### src/sv/vector_rotate_by_angle_core_macros.svh
// ----------------------------------------------------------------------------
// Vector rotation core assertion macros
// Shared concurrent checks; they expect clk and rst in the using scope.
// ----------------------------------------------------------------------------
`ifndef VECTOR_ROTATE_BY_ANGLE_CORE_MACROS_SVH
`define VECTOR_ROTATE_BY_ANGLE_CORE_MACROS_SVH

// Same-cycle implication, checked outside of reset.
`define VRBA_ASSERT_IMP(lbl, cond, prop) \
  lbl: assert property (@(posedge clk) disable iff (rst) (cond) |-> (prop)) \
    else $error("vrba: same-cycle check failed");

// Next-cycle implication, checked outside of reset.
`define VRBA_ASSERT_NEXT(lbl, cond, prop) \
  lbl: assert property (@(posedge clk) disable iff (rst) (cond) |=> (prop)) \
    else $error("vrba: next-cycle check failed");

`endif

### src/sv/vrba_pkg.sv
// ----------------------------------------------------------------------------
// Vector rotation package
// Widths, angle constants, arctangent table and the pipeline payload type.
// ----------------------------------------------------------------------------
package vrba_pkg;

  // Field widths.
  localparam int XW = 32;   // Q16.16 coordinates
  localparam int AW = 20;   // Q3.16 angle
  localparam int CW = 33;   // CORDIC x/y in Q.30 with headroom
  localparam int ZW = 34;   // residual angle in Q.30
  localparam int RW = 36;   // angle reduction arithmetic
  localparam int PW = XW + CW;      // one product
  localparam int SW = PW + 1;       // sum of two products
  localparam int QW = SW - 30;      // sum after dropping the fraction
  localparam int ATAN_ENTRIES = 24;

  // Angle constants in Q.30, widened for reduction.
  localparam logic signed [RW-1:0] Q30_PI      = 36'sd3373259426;
  localparam logic signed [RW-1:0] Q30_HALF_PI = 36'sd1686629713;
  localparam logic signed [RW-1:0] Q30_PI2     = 36'sd6746518852;
  localparam logic signed [RW-1:0] Q30_PI3     = 36'sd10119778278;

  // Fold thresholds around the wrapped ranges.
  localparam logic signed [RW-1:0] THR_2PI_HI = Q30_PI2 + Q30_HALF_PI;
  localparam logic signed [RW-1:0] THR_2PI_LO = Q30_PI2 - Q30_HALF_PI;

  // Residual angle bound after folding, at residual width.
  localparam logic signed [ZW-1:0] Z_HALF_PI = 34'sd1686629713;

  // CORDIC start value: limit gain in Q.30.
  localparam logic signed [CW-1:0] CORDIC_GAIN = 33'sd652032874;

  // Rounding offset for the Q.30 to Q16.16 conversion.
  localparam logic signed [SW-1:0] ROUND_HALF = SW'(64'sd536870912);

  // Saturation limits at the rounded width.
  localparam logic signed [QW-1:0] SAT_MAX = QW'(64'sd2147483647);
  localparam logic signed [QW-1:0] SAT_MIN = QW'(-64'sd2147483648);

  // atan(2^-i) in Q.30, truncated.
  localparam logic [29:0] ATAN_TBL [0:ATAN_ENTRIES-1] = '{
    30'd843314856, 30'd497837829, 30'd263043836, 30'd133525158,
    30'd67021686,  30'd33543515,  30'd16775850,  30'd8388437,
    30'd4194282,   30'd2097149,   30'd1048575,   30'd524287,
    30'd262143,    30'd131071,    30'd65535,     30'd32767,
    30'd16383,     30'd8191,      30'd4095,      30'd2047,
    30'd1023,      30'd511,       30'd255,       30'd127
  };

  // Payload carried through the reduction and CORDIC stages.
  typedef struct packed {
    logic signed [XW-1:0] x;
    logic signed [XW-1:0] y;
    logic signed [CW-1:0] cx;
    logic signed [CW-1:0] cy;
    logic signed [ZW-1:0] z;
    logic                 neg;
  } vrba_rot_t;

endpackage

### src/sv/vrba_reduce.sv
// ----------------------------------------------------------------------------
// Angle reduction stage
// Wraps the angle into [-pi, pi], folds it into [-pi/2, pi/2] and seeds CORDIC.
// ----------------------------------------------------------------------------
module vrba_reduce (
  input  logic                       clk,
  input  logic                       rst,
  input  logic                       in_valid,
  output logic                       in_ready,
  input  logic [vrba_pkg::XW-1:0]    x_in,
  input  logic [vrba_pkg::XW-1:0]    y_in,
  input  logic [vrba_pkg::AW-1:0]    angle,
  output logic                       out_valid,
  input  logic                       out_ready,
  output vrba_pkg::vrba_rot_t        out_rot
);
  import vrba_pkg::*;

  logic signed [RW-1:0] z0;
  logic signed [RW-1:0] offset;
  logic signed [RW-1:0] z_red;
  logic                 fold;
  vrba_rot_t            rot_next;

  // Angle in Q.30 at reduction width.
  assign z0 = {{(RW-AW-14){angle[AW-1]}}, angle, 14'b0};

  // Pick the multiple of pi to remove; all compares run against constants.
  always_comb begin
    offset = '0;
    fold   = 1'b0;
    priority if (z0 > Q30_PI) begin
      priority if (z0 > THR_2PI_HI) begin
        offset = Q30_PI3;
        fold   = 1'b1;
      end else if (z0 < THR_2PI_LO) begin
        offset = Q30_PI;
        fold   = 1'b1;
      end else begin
        offset = Q30_PI2;
      end
    end else if (z0 < -Q30_PI) begin
      priority if (z0 < -THR_2PI_HI) begin
        offset = -Q30_PI3;
        fold   = 1'b1;
      end else if (z0 > -THR_2PI_LO) begin
        offset = -Q30_PI;
        fold   = 1'b1;
      end else begin
        offset = -Q30_PI2;
      end
    end else if (z0 > Q30_HALF_PI) begin
      offset = Q30_PI;
      fold   = 1'b1;
    end else if (z0 < -Q30_HALF_PI) begin
      offset = -Q30_PI;
      fold   = 1'b1;
    end else begin
      offset = '0;
    end
  end

  assign z_red = z0 - offset;

  // Seed the CORDIC vector at (K, 0).
  always_comb begin
    rot_next.x   = x_in;
    rot_next.y   = y_in;
    rot_next.cx  = CORDIC_GAIN;
    rot_next.cy  = '0;
    rot_next.z   = z_red[ZW-1:0];
    rot_next.neg = fold;
  end

  assign in_ready = ~out_valid | out_ready;

  // Stage register with its valid bit.
  always_ff @(posedge clk) begin
    if (rst) begin
      out_valid <= 1'b0;
    end else if (in_ready) begin
      out_valid <= in_valid;
    end
  end

  always_ff @(posedge clk) begin
    if (in_ready && in_valid) begin
      out_rot <= rot_next;
    end
  end

endmodule

### config.mk
export PLATFORM = sky130hd
export DESIGN_NAME = vrba_reduce
export DESIGN_NICKNAME = d
export VERILOG_FILES = /design/src/sv/vector_rotate_by_angle_core_macros.svh /design/src/sv/vrba_pkg.sv /design/src/sv/vrba_reduce.sv
export SDC_FILE = /design/constraint.sdc
export NUM_CORES = 1
export LEC_CHECK = 0
export ABC_AREA = 1
export BUFFER_PORTS_ARGS = -buffer_cell sky130_fd_sc_hd__buf_2
export CORE_UTILIZATION = 35
export CTS_CLUSTER_DIAMETER = 30
export DETAILED_ROUTE_END_ITERATION = 7
export MAX_ROUTING_LAYER = met4
export PLACE_DENSITY_LB_ADDON = 0.15
export SYNTH_ARGS = -nofsm -noshare
export SYNTH_HDL_FRONTEND = slang
export SYNTH_SLANG_ARGS = --single-unit
### constraint.sdc
create_clock -name clk -period 19.1 [get_ports clk]
set_input_delay 2.865 -clock clk [delete_from_list [all_inputs] [get_ports clk]]
set_output_delay 2.865 -clock clk [all_outputs]
set_load 0.1 [all_outputs]
## Word-level counts from Yosys, hierarchy flattened

Index checks and enable logic that the tools add are counted.
W data, S select, Z words.

| storage, ports and cells | value |
|---|---|
| register bits after elaboration | 100 |
| bits in latches | 0 |
| memory bits (writable) | 0 |
| ROM bits | 0 |
| bits of input ports | 88 |
| output and inout bits | 167 |
| logic and storage cells | 33 |
| memories | 0 |

| cells by class | value |
|---|---|
| $add $sub $neg | 1 |
| multiply operators | 0 |
| divide/modulo/power cells | 0 |
| $lt $le $gt $ge | 8 |
| equal/unequal tests | 0 |
| shift operators | 0 |
| mux-type cells | 16 |
| bitwise operators | 2 |
| reductions and logical operators | 1 |

Operator list:

| cell | number |
|---|---|
| $mux W34 | 6 |
| $gt A34 B34 Y1 const B | 2 |
| $lt A34 B34 Y1 const B | 2 |
| $mux W33 | 2 |
| $gt A34 B32 Y1 const B | 1 |
| $gt A34 B33 Y1 const B | 1 |
| $lt A34 B32 Y1 const B | 1 |
| $lt A34 B33 Y1 const B | 1 |
| $sub A34 B34 Y34 | 1 |
| $mux W1 | 8 |
| $logic_and A1 B1 Y1 | 1 |
| $not A1 Y1 | 1 |
| $or A1 B1 Y1 | 1 |

## Logic depth before layout (Yosys ltp)

| depth | value |
|---|---|
| word-level depth | 6 |
| gate-level depth with buffers | 24 |
| mapped depth without buffers | 24 |

## Least setup slack after synthesis

No wires, ideal clock.

| timing | value |
|---|---|
| kind | input port to flip-flop |
| start point | in in_valid |
| end point | reg out_rot[0] (netlist name), enable pin |
| arrival time | 7637 ps |
| data required time | 18514 ps |
| slack | 10877 ps |
| cell stages on the path | 2 |
| cells stage by stage | inv_1 > a21oi_1 |

| between the ends | value |
|---|---|
| cells in the longest elaborated chain, start to end | 1 |

RTL lines:

| what | line | RTL |
|---|---|---|
| from (decl) | vrba_reduce.sv:8 | `input logic in_valid,` |
| $logic_and A1 B1 Y1 | vrba_reduce.sv:87 | `if (in_ready && in_valid) begin` |
| to (signal assigned) | vrba_reduce.sv:88 | `out_rot <= rot_next;` |
| to (decl) | vrba_reduce.sv:15 | `output vrba_pkg::vrba_rot_t out_rot` |

No other way between the ends.
A chain may end at the register's enable or synchronous reset.

## Worst setup path after layout

| timing | value |
|---|---|
| start point | in out_ready |
| end point | out in_ready |

| between the ends | value |
|---|---|
| cells in the longest elaborated chain, start to end | 1 |

RTL lines:

| what | line | RTL |
|---|---|---|
| from (decl) | vrba_reduce.sv:14 | `input logic out_ready,` |
| $or A1 B1 Y1 | vrba_reduce.sv:75 | `assign in_ready = ~out_valid \| out_ready;` |
| to (decl) | vrba_reduce.sv:9 | `output logic in_ready,` |

No other way between the ends.

==> flow_summary.ini <==
[status]
status = complete, but fails checks
violations = DRC

[sta]
tns_ps = 0
hold_viol_final = 0
final.setup_skew_ps = 4.83
fmax_mhz = 157
setup_viol = 0
fin_crit_ps = 6380
period_share_pct = 33.4
rsz0062_at_grt = no
whs_ps = 537
slew_viol_final = 0
worstMarginPinSlew_ps = 1220
relSlewSlack_pct = 18.4

[floorplanning]
die_area_sq_um = 17500
num_rows = 47
core_area_sq_um = 16600
start_util_pct = 35.8
ios = 255
die_w_microns = 132
die_height_microns = 132

[clock_network]
clk_path_buf_depth = 2
post_cts_buffers = 0
path_clk_slew_ps = 60
clk_latency_ps = 330
cts_max_level = 3
cts-resized-gates = 0
cts-root-buf = clkbuf_16
cts_tree = done
cts_hold_buf = 0
clock_sinks = 99
cts_buffers = 9

[pwr]
peakVddDrop_mv = 0.0473
p_per_area_nw_per_um2 = 104
p_leak_nw = 3.39

[place]
dpl.cell_count = 1031
dpl.hpwl_mm = 12.3
place_congestion = 0.898
port_buffers = 187

[cells_and_area]
n_fill_cell = 1699
drive_above_1_share_pct = 32.9
final_common_cell = buf_2
synthToLayoutAreaGrowth_pct = 21.2
stdcell_count = 1046
nets = 931
final_cell_mix = 187 x buf_2, 113 x nand2_1, 98 x edfxtp_1, 75 x nor2_1, 67 x conb_1
num_antenna_cells = 0

[critical_path]
cp.required_ps = 16230
end_kind = primary output
crit_type = primary input to primary output
start_kind = primary input
crit_fanout = 2
worstPathArrival_ps = 3510

[detailed_routing]
vias = 4689
postRouteAntennaNets = 0
drtIter0Drc = 247
drc_errors = 5
first_pass_iters = 8
wl_per_cell_microns = 14.3
viasPerCell = 4.48
totalWireLength_mm = 15.0

[synth]
synth_edf_count = 98
synthCells = 626
async_flop_share_pct = 0
syn_area_per_cell_sq_um = 9.49
yosysWarnings = 0
synth_area_sq_um = 5940
synth_seq_cells = 99
ys_seq_area_share_pct = 49.9
yosysUniqueCellTypes = 41
synth_ff_type = edfxtp_1

[global_route]
grt_overflow = 0
grt_max_degree = 99
antenna_found_initial = 0
grt_pass1_vias = 4421
grt.total_usage_pct = 17.7
grt_pass1_wl_mm = 23.4

[min_path]
holdCritPathClass = flop to flop

[flow_run]
cap_violations = 0
## kinds of logic (layout without fill, tap and decap cells)
logic type	after synthesis	count (layout)	share of synthesized area [%]
other	2	67	0.126
buffers and inverters	138	273	13.2
AO/OA/AOI/OAI	70	70	6.80
XOR/XNOR	13	13	2.04
flip-flops	99	99	49.9
adder cells (fa/ha/maj)	21	21	4.42
AND/OR/NAND/NOR	283	283	23.6
## registers in the layout, summed over array words and instances (netlist names)
signal and flops:
out_rot 98, out_valid 1
## routing by layer
metal  track usage, %  routed length (microns)  vias up
met5                -                        0        -
met3             3.00                     1030       24
met2             29.7                     7450      207
met1             21.4                     6270     2110
met4             6.83                      248        0
li1                 -                        -     2348
## critical path: stages
cell and delay [ps]:
buf_2 70, inv_1 60, nand2_1 80, buf_2 430
## worst paths after layout
kind	startpoint	to	slack, ps	depth (start not counted)
hold reg to reg	out_valid	out_valid	540	2
setup reg to reg	out_valid	out_rot[7]	17240	2
setup / recovery	out_ready	in_ready	12720	4
hold / removal	out_valid	out_valid	540	2
## cells in the mapped netlist, types with 2 or more instances
master	number	share of area, %
inv_1	60	3.8
nand4_1	7	0.74
nand3_2	9	1.5
nand4_2	2	0.42
buf_4	67	8.5
nor2_1	75	4.7
nor2_2	10	1.1
a21oi_1	35	2.9
nand3_1	27	2.3
o21a_1	3	0.38
nor3_1	7	0.59
edfxtp_1	98	50
o31ai_2	2	0.42
ha_1	21	4.4
nand2_2	17	1.8
nand2_1	113	7.1
xor2_1	11	1.6
nor2_4	5	0.95
nand2_4	7	1.3
o21ai_0	21	1.8
conb_1	2	0.13
inv_2	8	0.51
## through the flow
stage          total power, mW  utilization [%]  instance area, sq um  worst slack (ps)
2_1_floorplan            0.539                -                  6190             10880
3_3_place_gp             0.576             41.6                  6900             12740
3_5_place_dp             0.576             41.6                  6900             12730
4_1_cts                  0.756             43.4                  7200             12730
5_1_grt                  0.780             43.4                  7200             12560
6_report                 0.748             43.4                  7200             12720
## area by class of cell
type | count | area [sq um] | area share, %
well taps | 220 | 275 | 3.82
clock buffers | 9 | 225 | 3.13
flip-flops and latches | 99 | 2960 | 41.1
inverters | 70 | 268 | 3.72
multi-input cells | 454 | 2450 | 34.1
repair buffers | 188 | 943 | 13.1
clock inverters | 6 | 73.8 | 1.03
## report_power, final
group / switching, mW / internal (mW) / total [mW] / leakage [nW]
registers: 0.00381 / 0.263 / 0.267 / 0.957
clock network: 0.0748 / 0.102 / 0.177 / 0.140
logic: 0.258 / 0.0457 / 0.304 / 2.29
total: 0.337 / 0.411 / 0.748 / 3.39
No activity file was read; power rests on OpenSTA's default activity.
