[src/sv/vector_rotate_by_angle_core_macros.svh]
// ----------------------------------------------------------------------------
// Vector rotation core assertion macros
// Shared concurrent checks; they expect clk and rst in the using scope.
// ----------------------------------------------------------------------------
`ifndef VECTOR_ROTATE_BY_ANGLE_CORE_MACROS_SVH
`define VECTOR_ROTATE_BY_ANGLE_CORE_MACROS_SVH

// Same-cycle implication, checked outside of reset.
`define VRBA_ASSERT_IMP(lbl, cond, prop) \
  lbl: assert property (@(posedge clk) disable iff (rst) (cond) |-> (prop)) \
    else $error("vrba: same-cycle check failed");

// Next-cycle implication, checked outside of reset.
`define VRBA_ASSERT_NEXT(lbl, cond, prop) \
  lbl: assert property (@(posedge clk) disable iff (rst) (cond) |=> (prop)) \
    else $error("vrba: next-cycle check failed");

`endif

[src/sv/vrba_pkg.sv]
// ----------------------------------------------------------------------------
// Vector rotation package
// Widths, angle constants, arctangent table and the pipeline payload type.
// ----------------------------------------------------------------------------
package vrba_pkg;

  // Field widths.
  localparam int XW = 32;   // Q16.16 coordinates
  localparam int AW = 20;   // Q3.16 angle
  localparam int CW = 33;   // CORDIC x/y in Q.30 with headroom
  localparam int ZW = 34;   // residual angle in Q.30
  localparam int RW = 36;   // angle reduction arithmetic
  localparam int PW = XW + CW;      // one product
  localparam int SW = PW + 1;       // sum of two products
  localparam int QW = SW - 30;      // sum after dropping the fraction
  localparam int ATAN_ENTRIES = 24;

  // Angle constants in Q.30, widened for reduction.
  localparam logic signed [RW-1:0] Q30_PI      = 36'sd3373259426;
  localparam logic signed [RW-1:0] Q30_HALF_PI = 36'sd1686629713;
  localparam logic signed [RW-1:0] Q30_PI2     = 36'sd6746518852;
  localparam logic signed [RW-1:0] Q30_PI3     = 36'sd10119778278;

  // Fold thresholds around the wrapped ranges.
  localparam logic signed [RW-1:0] THR_2PI_HI = Q30_PI2 + Q30_HALF_PI;
  localparam logic signed [RW-1:0] THR_2PI_LO = Q30_PI2 - Q30_HALF_PI;

  // Residual angle bound after folding, at residual width.
  localparam logic signed [ZW-1:0] Z_HALF_PI = 34'sd1686629713;

  // CORDIC start value: limit gain in Q.30.
  localparam logic signed [CW-1:0] CORDIC_GAIN = 33'sd652032874;

  // Rounding offset for the Q.30 to Q16.16 conversion.
  localparam logic signed [SW-1:0] ROUND_HALF = SW'(64'sd536870912);

  // Saturation limits at the rounded width.
  localparam logic signed [QW-1:0] SAT_MAX = QW'(64'sd2147483647);
  localparam logic signed [QW-1:0] SAT_MIN = QW'(-64'sd2147483648);

  // atan(2^-i) in Q.30, truncated.
  localparam logic [29:0] ATAN_TBL [0:ATAN_ENTRIES-1] = '{
    30'd843314856, 30'd497837829, 30'd263043836, 30'd133525158,
    30'd67021686,  30'd33543515,  30'd16775850,  30'd8388437,
    30'd4194282,   30'd2097149,   30'd1048575,   30'd524287,
    30'd262143,    30'd131071,    30'd65535,     30'd32767,
    30'd16383,     30'd8191,      30'd4095,      30'd2047,
    30'd1023,      30'd511,       30'd255,       30'd127
  };

  // Payload carried through the reduction and CORDIC stages.
  typedef struct packed {
    logic signed [XW-1:0] x;
    logic signed [XW-1:0] y;
    logic signed [CW-1:0] cx;
    logic signed [CW-1:0] cy;
    logic signed [ZW-1:0] z;
    logic                 neg;
  } vrba_rot_t;

endpackage

[src/sv/vrba_cordic_stage.sv]
// ----------------------------------------------------------------------------
// CORDIC rotation stage
// One shift-add micro-rotation toward zero residual angle.
// ----------------------------------------------------------------------------
module vrba_cordic_stage #(
  parameter int IDX = 0
) (
  input  logic                clk,
  input  logic                rst,
  input  logic                in_valid,
  output logic                in_ready,
  input  vrba_pkg::vrba_rot_t in_rot,
  output logic                out_valid,
  input  logic                out_ready,
  output vrba_pkg::vrba_rot_t out_rot
);
  import vrba_pkg::*;

  logic signed [CW-1:0] dx;
  logic signed [CW-1:0] dy;
  logic signed [ZW-1:0] atan_z;
  vrba_rot_t            rot_next;

  // Arithmetic shifts round toward minus infinity.
  assign dx     = in_rot.cy >>> IDX;
  assign dy     = in_rot.cx >>> IDX;
  assign atan_z = {{(ZW-30){1'b0}}, ATAN_TBL[IDX]};

  // Rotate by the sign of the residual angle.
  always_comb begin
    rot_next = in_rot;
    if (!in_rot.z[ZW-1]) begin
      rot_next.cx = in_rot.cx - dx;
      rot_next.cy = in_rot.cy + dy;
      rot_next.z  = in_rot.z - atan_z;
    end else begin
      rot_next.cx = in_rot.cx + dx;
      rot_next.cy = in_rot.cy - dy;
      rot_next.z  = in_rot.z + atan_z;
    end
  end

  assign in_ready = ~out_valid | out_ready;

  always_ff @(posedge clk) begin
    if (rst) begin
      out_valid <= 1'b0;
    end else if (in_ready) begin
      out_valid <= in_valid;
    end
  end

  always_ff @(posedge clk) begin
    if (in_ready && in_valid) begin
      out_rot <= rot_next;
    end
  end

endmodule

[config.mk]
export PLATFORM = sky130hd
export DESIGN_NAME = vrba_cordic_stage
export DESIGN_NICKNAME = d
export VERILOG_FILES = /design/src/sv/vector_rotate_by_angle_core_macros.svh /design/src/sv/vrba_pkg.sv /design/src/sv/vrba_cordic_stage.sv
export SDC_FILE = /design/constraint.sdc
export NUM_CORES = 1
export LEC_CHECK = 0
export ABC_AREA = 1
export BUFFER_PORTS_ARGS = -buffer_cell sky130_fd_sc_hd__buf_2
export CORE_ASPECT_RATIO = 1.5
export CORE_MARGIN = 2
export CORE_UTILIZATION = 47
export CTS_CLUSTER_SIZE = 28
export DETAILED_ROUTE_END_ITERATION = 8
export PLACE_DENSITY = 0.76
export SLEW_MARGIN = 20
export SYNTH_ARGS = -nofsm -noshare
export SYNTH_HDL_FRONTEND = slang
export SYNTH_SLANG_ARGS = --single-unit
export TNS_END_PERCENT = 10
[constraint.sdc]
create_clock -name clk -period 10.7 [get_ports clk]
set_input_delay 0 -clock clk [delete_from_list [all_inputs] [get_ports clk]]
set_output_delay 0 -clock clk [all_outputs]
set_load 0.05 [all_outputs]
# After elaboration in Yosys (flattened, before gate mapping)
# Cells that the tools add are included.
# W data, S select, Z words.
[totals] register_bits=166 memories=0 ramBits=0 wordCells=16 in_bits=169 rom_bits=0 out_inout_bits=167 latch_bits=0
[op_classes] eq_ne=0 n_reduce_logical=1 shift=0 mul=0 mux=1 n_bitwise=2 div=0 n_addsub=5 order_cmp=0
[ops] cell="$mux W100" count=1
[ops] cell="$sub A33 B33 Y33" count=2
[ops] cell="$add A34 B31 Y34 const B" count=1
[ops] cell="$sub A34 B31 Y34 const B" count=1
[ops] cell="$add A33 B33 Y33" count=1
[ops] cell="$logic_and A1 B1 Y1" count=1
[ops] cell="$not A1 Y1" count=1
[ops] cell="$or A1 B1 Y1" count=1

# Longest topological paths before layout
# Gate-level depths: netlist of the first run.
[logic_depth] depth_word=3 ltp_mapped=17 depth_no_buf=16

# Worst setup path after synthesis of the first run
# Ideal clock, no wire load.
[synth_timing] kind="register to register" from="reg out_valid" to="reg out_rot[0] (netlist bit) (enable)" path_stages_with_launch=2 arrival_time_ns=8.473 path_slack_ns=1.486 period_less_slack_ns=9.214 path_buffers=0 setup_ns=0.741 required_ns=9.959 path_cell_list="dfxtp_1 -> a21oi_1"
[synth_via] elab_chain_len=3
[synth_lines] item="from (decl)" line="vrba_cordic_stage.sv:13" rtl="output logic out_valid,"
[synth_lines] item="from (signal assigned)" line="vrba_cordic_stage.sv:49" rtl="out_valid <= in_valid;"
[synth_lines] item="$not A1 Y1" line="vrba_cordic_stage.sv:43" rtl="assign in_ready = ~out_valid | out_ready;"
[synth_lines] item="$or A1 B1 Y1" line="vrba_cordic_stage.sv:43"
[synth_lines] item="$logic_and A1 B1 Y1" line="vrba_cordic_stage.sv:54" rtl="if (in_ready && in_valid) begin"
[synth_lines] item="to (signal assigned)" line="vrba_cordic_stage.sv:55" rtl="out_rot <= rot_next;"
[synth_lines] item="to (decl)" line="vrba_cordic_stage.sv:15" rtl="output vrba_pkg::vrba_rot_t out_rot"
# No other way between the ends.
# A chain may end at the register's enable or synchronous reset.

==> results of run 1 <==
[registers in the layout (all words and copies together), names as in the netlist]
| signal | flops |
|---|---|
| out_rot | 164 |
| out_valid | 1 |
[routing by layer]
layer	share of wire (%)	global-route usage (%)
met1	34	31.32
met2	51	61.01
met3	5.0	4.120
met4	9.5	27.47
met5	0	0
[power groups by stage]
stage	Combinational (mW)	Clock (mW)	Sequential [mW]
2_1_floorplan	0.423	0	1.04
3_3_place_gp	0.881	0	0.834
3_5_place_dp	0.886	0	0.835
4_1_cts	0.910	0.588	0.821
5_1_grt	0.992	0.612	0.825
6_report	0.918	0.582	0.822
[stage by stage]
stage | hold slack (ns) | worst slack, ns | util [%] | std cells
6_report | 0.04165 | 7.928 | 57.80 | 2915
5_1_grt | 0.07596 | 7.686 | 57.80 | 2915
4_1_cts | 0.02614 | 8.009 | 57.80 | 2914
3_5_place_dp | 0.1783 | 7.508 | 53.62 | 2807
3_3_place_gp | 0.1765 | 7.548 | 53.62 | 2807
2_1_floorplan | 0.06907 | 1.486 | - | 2108
[cell type report]
cell class	count	area (µm²)
fill	2984	12970
multi-input combinational	1519	7895
sequential	165	4945
timing repair buffer	413	2462
inverter	380	1426
tap	405	506.7
clock buffer	17	425.4
clock inverter	15	106.4
antenna	1	2.502
[what timing repair did]
action / 4_1_cts / 5_1_grt
hold endpoints to repair: 74 / 0
gates resized for setup: 0 / 0
hold buffers: 75 / 0
setup buffers: 0 / 0
[cells by family after synthesis]
family                     after synthesis  share of synthesized area, %
AOI/OAI and AO/OA                      212                         7.885
buffers and inverters                  424                         11.93
DFF                                    165                         33.95
and+or+nand+nor                       1134                         32.31
adders and majority gates              129                         11.29
xor gates and xnor gates                44                         2.646
[worst paths after layout]
| path | from | end | slack (ns) | depth (start not counted) |
|---|---|---|---|---|
| hold reg to reg | out_valid$_SDFFE_PP0N_ | out_rot[127]$_DFFE_PP_ | 1.07 | 2 |
| setup / recovery | in_rot[34] | out_rot[32]$_DFFE_PP_ | 7.93 | 11 |
| hold / removal | in_rot[35] | out_rot[68]$_DFFE_PP_ | 0.04 | 4 |
| setup reg to reg | out_valid$_SDFFE_PP0N_ | out_rot[86]$_DFFE_PP_ | 9.01 | 2 |
[worst register-to-register path: stages, from the launching register on]
cell,delay [ns]
dfxtp_1,0.35
a21oi_4,0.19
buf_12,0.62
[layout by cell type, fill, tap and decap left out, types with 17 or more instances in the layout]
master / synthesis / routed
a21oi_1: 114 / 113
nand2_1: 734 / 734
edfxtp_1: 164 / 164
ha_1: 125 / 125
nand4_1: 25 / 25
nand3_1: 180 / 180
xor2_1: 41 / 41
buf_2: 12 / 335
nand2_2: 20 / 20
nor2_1: 145 / 145
dlygate4sd3_1: 0 / 75
clkbuf_16: 0 / 17
o21ai_0: 58 / 58
inv_1: 373 / 373
==> qor.yml, run 1 <==
outcome:
  status: "complete, no violations"
clocking:
  cts_sinks: 165
  root_buffer: "clkbuf_16"
  clk_latency_ns: 0.46
  clockBufferDepth: 2
  htree_levels: 4
  cts.clk_slew.worst_paths_ns: 0.08
  cts_tree: "done"
  cts_buffers: 17
yosys:
  yosysTopAreaCell: "edfxtp_1"
  synth_ff_type: "edfxtp_1"
  synth_fp_nets: 2406
  synth_edf_count: 164
  yosys.area.top_type_share_pct: 33.81
  netlist_instances: 2108
  netlist_area_um2: 14570
  ys_types: 39
  synth-async-reset-ratio_pct: 0
  netlist_top_cells_count: "nand2_1 (734), inv_1 (373), nand3_1 (180)"
  synth_seq_cells: 165
  yosysSeqAreaShare_pct: 33.95
  synth_area_leaders: "edfxtp_1 (34%), nand2_1 (19%), ha_1 (11%)"
  yosys_warnings: 0
  synth_most_common_cell: "nand2_1"
  syn_avg_cell_area_um2: 6.910
critical_path:
  cpPeakStageDelay_ns: 0.68
  cp.required_ns: 10.91
  cp_top_family: "buffers and inverters"
  path_cells: "buf_2, buf_4, inv_2, buf_4, ha_1, nand2_1, o21ai_0, a21oi_1, o21a_1, nand3_1, nand2_1"
  worstSetupStartpointType: "primary input"
  cp_slowest_cell: "buf_4"
  cp.arrival_ns: 2.98
  crit_buf_inv: 4
  end_kind: "register"
  worstPathMaxFanout: 81
  critical_path_class: "in2reg"
global_routing:
  antenna_found_initial: 2
  grt_remaining_overflow: 0
  track_usage_pct: 32.56
  grt_pass1_wl_mm: 79.47
  first_global_vias: 14890
  grt_max_degree: 163
place:
  dp_hpwl_mm: 43.45
  placed_area_um2: 16480
  port_buffers: 335
  gp_congestion: 1.047
timing:
  finalSetupViolations: 0
  slew-limit-headroom_pct: 36.15
  rsz0062_at_grt: "false"
  finalSetupTns_ns: 0
  hold_viol: 0
  min_period_over_period_pct: 25.91
  max_freq_mhz: 360.7
  fin_crit_ns: 2.772
  skew_ns: 0.01600
  worstMarginPinSlew_ns: 0.9578
  slew_violations: 0
flow_run:
  cap_violations: 0
power:
  p_per_area_nw_per_um2: 130.7
  total_leakage_power_nw: 9.477
  switching_power_uw: 981.4
  switching_share_pct: 42.27
  clockPowerShare_pct: 25.1
  intPower_mw: 1.340
  ir_drop_v: 0.0001009
  p_comb_share_pct: 39.5
  total_power_mw: 2.322
  pwr-share-seq_pct: 35.4
finish:
  stdcell_area_um2: 17770
  final_layout_size_suffix_gt1_share_pct: 16.50
  final_nets: 2794
  areaGrowthSynthToFinish_pct: 21.99
floorplan:
  io_pins: 336
  start_util_pct: 47.38
  die_area_um2: 32450
  core.rowCount: 79
  die_h_um: 219.6
  coreArea_um2: 30740
  die_x_um: 147.7
routing:
  viasPerCell: 5.195
  wirelength_mm: 53.65
  drt_pass1_iterations: 6
  ant_nets: 0
  routedWlPerCell_um: 18.40
  first_iter_violations: 747
  num_vias: 15144
  drcViolationCount: 0
min_path:
  hold_path.class: "in2reg"
Note: power is estimated with default switching activity, not from simulation.
==> run 2, diff against run 1 <==
--- a/config.mk
+++ b/config.mk
@@ -5,14 +5,14 @@
 export SDC_FILE = /design/constraint.sdc
 export NUM_CORES = 1
 export LEC_CHECK = 0
-export ABC_AREA = 1
+export ABC_AREA = 0
 export BUFFER_PORTS_ARGS = -buffer_cell sky130_fd_sc_hd__buf_2
 export CORE_ASPECT_RATIO = 1.5
 export CORE_MARGIN = 2
 export CORE_UTILIZATION = 47
 export CTS_CLUSTER_SIZE = 28
 export DETAILED_ROUTE_END_ITERATION = 8
-export PLACE_DENSITY = 0.76
+export PLACE_DENSITY = 0.78
 export SLEW_MARGIN = 20
 export SYNTH_ARGS = -nofsm -noshare
 export SYNTH_HDL_FRONTEND = slang
==> constraint.sdc (replaced) <==
create_clock -name clk -period 2.83 [get_ports clk]
set_input_delay 0 -clock clk [delete_from_list [all_inputs] [get_ports clk]]
set_output_delay 0 -clock clk [all_outputs]
set_load 0.05 [all_outputs]
==> qor.yml, run 2 <==
clocking:
  cts_sinks: 165
  cts_setup_buffers: 0
  root_buffer: "clkbuf_16"
  clk_latency_ns: 0.45
  cts.clk_slew.worst_paths_ns: 0.07
  htree_levels: 4
  cts_buffers: 17
  clockBufferDepth: 2
  cts_tree: "done"
yosys:
  synth_seq_cells: 165
  yosys.area.top_type_share_pct: 40.51
  synth_ff_type: "edfxtp_1"
  synth_edf_count: 164
  synth_area_leaders: "edfxtp_1 (41%), ha_1 (13%), a21oi_1 (5.6%)"
  synth-async-reset-ratio_pct: 0
  netlist_top_cells_count: "edfxtp_1 (164), a21oi_1 (135), ha_1 (125)"
  netlist_instances: 1234
  synth_fp_nets: 1532
  netlist_area_um2: 12160
  ys_types: 86
  yosysTopAreaCell: "edfxtp_1"
  yosys_warnings: 0
  synth_most_common_cell: "edfxtp_1"
  syn_avg_cell_area_um2: 9.850
  yosysSeqAreaShare_pct: 40.68
timing:
  skew_ns: 0.01189
  rsz0062_at_grt: "false"
  finalSetupViolations: 0
  min_period_over_period_pct: 95.42
  slew_violations: 0
  slew-limit-headroom_pct: 53.85
  worstMarginPinSlew_ns: 0.6748
  hold_viol: 0
  fin_crit_ns: 2.700
  max_freq_mhz: 370.3
  holdWs_ns: 0.03634
routing:
  ant_nets: 0
  viasPerCell: 5.481
  wirelength_mm: 39.25
  drt_pass1_iterations: 5
  drcViolationCount: 0
  first_iter_violations: 669
  num_vias: 11570
  routedWlPerCell_um: 18.59
finish:
  fillers: 2064
  layout_commonest_cell: "buf_2"
  final_nets: 2059
  stdcell_area_um2: 16480
  areaGrowthSynthToFinish_pct: 35.60
  top_regs: "out_rot (164), out_valid (1)"
  final_layout_size_suffix_gt1_share_pct: 31.06
  regMostFlops: "out_rot"
  layout_common_cells: "buf_2 (334), edfxtp_1 (164), buf_4 (151)"
  largest_reg_flops: 164
  utilization_pct: 64.43
floorplan:
  io_pins: 336
  die_x_um: 135.3
  start_util_pct: 47.51
  die_h_um: 201.0
  core.rowCount: 72
  die_area_um2: 27190
  coreArea_um2: 25580
global_routing:
  first_global_vias: 11507
  antenna_found_initial: 5
  grt_pass1_wl_mm: 59.21
  grt_remaining_overflow: 0
  track_usage_pct: 28.18
  grt_max_degree: 49
critical_path:
  cp_slowest_cell: "dlygate4sd3_1"
  cp.required_ns: 3.04
  cpPeakStageDelay_ns: 0.53
  end_kind: "register"
  cp.arrival_ns: 2.91
  path_cells: "dlygate4sd3_1, buf_2, fa_1, a21o_1, a31oi_1, o21ai_0, a21oi_1, a21boi_1, a31oi_1, o21ai_1, a21oi_1, xnor2_1"
  critical_path_class: "in2reg"
  worstPathMaxFanout: 3
  worstSetupStartpointType: "primary input"
  rrSetupSlack_ns: 1.14
power:
  clockPowerShare_pct: 26.5
  p_per_area_nw_per_um2: 537.6
  switching_share_pct: 38.26
  p_comb_share_pct: 38.5
  intPower_mw: 5.472
  total_leakage_power_nw: 7.573
  switching_power_mw: 3.390
  total_power_mw: 8.862
  pwr-share-seq_pct: 35.1
  ir_drop_v: 0.0004635
place:
  placed_area_um2: 15150
  port_buffers: 335
  dp_hpwl_mm: 30.69
  gp_congestion: 0.9697
flow_run:
  cap_violations: 0
min_path:
  hold_path.class: "in2reg"
outcome:
  status: "complete, no violations"
-- run 2: per-stage QoR --
stage | setup TNS, ns | setup slack [ns] | std cells
floorplan | -3.241 | -0.3734 | 1234
global placement | -0.8147 | -0.2700 | 2002
detailed placement | -1.135 | -0.2102 | 2002
CTS | 0 | 0.2335 | 2107
global route | 0 | 0.006886 | 2111
finish | 0 | 0.1297 | 2111
-- run 2: cell type report --
cell class	instances	area [µm²]	share of cell area [%]
Antenna cell	4	10.01	0.06073
Inverter	113	431.7	2.619
Sequential cell	165	4945	30.00
Clock buffer	17	425.4	2.581
Timing Repair Buffer	561	3596	21.82
Clock inverter	15	163.9	0.9944
Multi-Input combinational cell	903	6495	39.40
Tap cell	333	416.7	2.528
-- run 2: routing by layer --
metal | GRT usage, % | part of all wire [%] | up-vias
met5 | 0 | 0.028 | -
met3 | 3.763 | 5.6 | 121
met4 | 16.22 | 5.5 | 2
li1 | - | - | 5551
met2 | 53.23 | 53 | 522
met1 | 29.13 | 36 | 5374
-- run 2: final timing paths --
path / start / endpoint / depth (start not counted)
worst max register to register: out_valid$_SDFFE_PP0N_ / out_rot[0]$_DFFE_PP_ / 3
worst min-delay path: in_rot[35] / out_rot[68]$_DFFE_PP_ / 4
worst min register to register: out_valid$_SDFFE_PP0N_ / out_rot[15]$_DFFE_PP_ / 2
worst max-delay path: in_rot[4] / out_rot[32]$_DFFE_PP_ / 12
-- run 2: what timing repair did --
item | in CTS | in global routing
hold endpoints to repair | 72 | 0
hold buffers | 73 | 0
resized for setup | 0 | 0
-- run 2: logic make-up (layout without fill, tap and decap cells) --
kind of cell | count (synthesis) | after routing | synth area share, %
buf+inv | 166 | 706 | 5.908
simple gates | 264 | 264 | 10.50
xor+xnor | 89 | 89 | 6.413
compound gates | 406 | 406 | 21.74
other cells | 0 | 4 | 0
fa+ha+maj | 129 | 129 | 13.53
mux | 15 | 15 | 1.235
flops | 165 | 165 | 40.68
-- run 2: power by group through the flow --
| stage | Clock [mW] | Sequential, mW | Combinational [mW] |
|---|---|---|---|
| CTS | 2.39 | 3.11 | 3.37 |
| detailed placement | 0 | 3.16 | 3.28 |
| floorplan | 0 | 4.04 | 1.35 |
| finish | 2.34 | 3.11 | 3.41 |
| global placement | 0 | 3.15 | 3.24 |
| global route | 2.46 | 3.13 | 3.62 |
-- run 2: critical path: cells and delay by family --
family	cells	cell delay [ns]
XOR/XNOR	1	0.08
buffers and inverters	2	0.69
adder cells (fa/ha/maj)	1	0.45
AO/OA/AOI/OAI	8	1.69
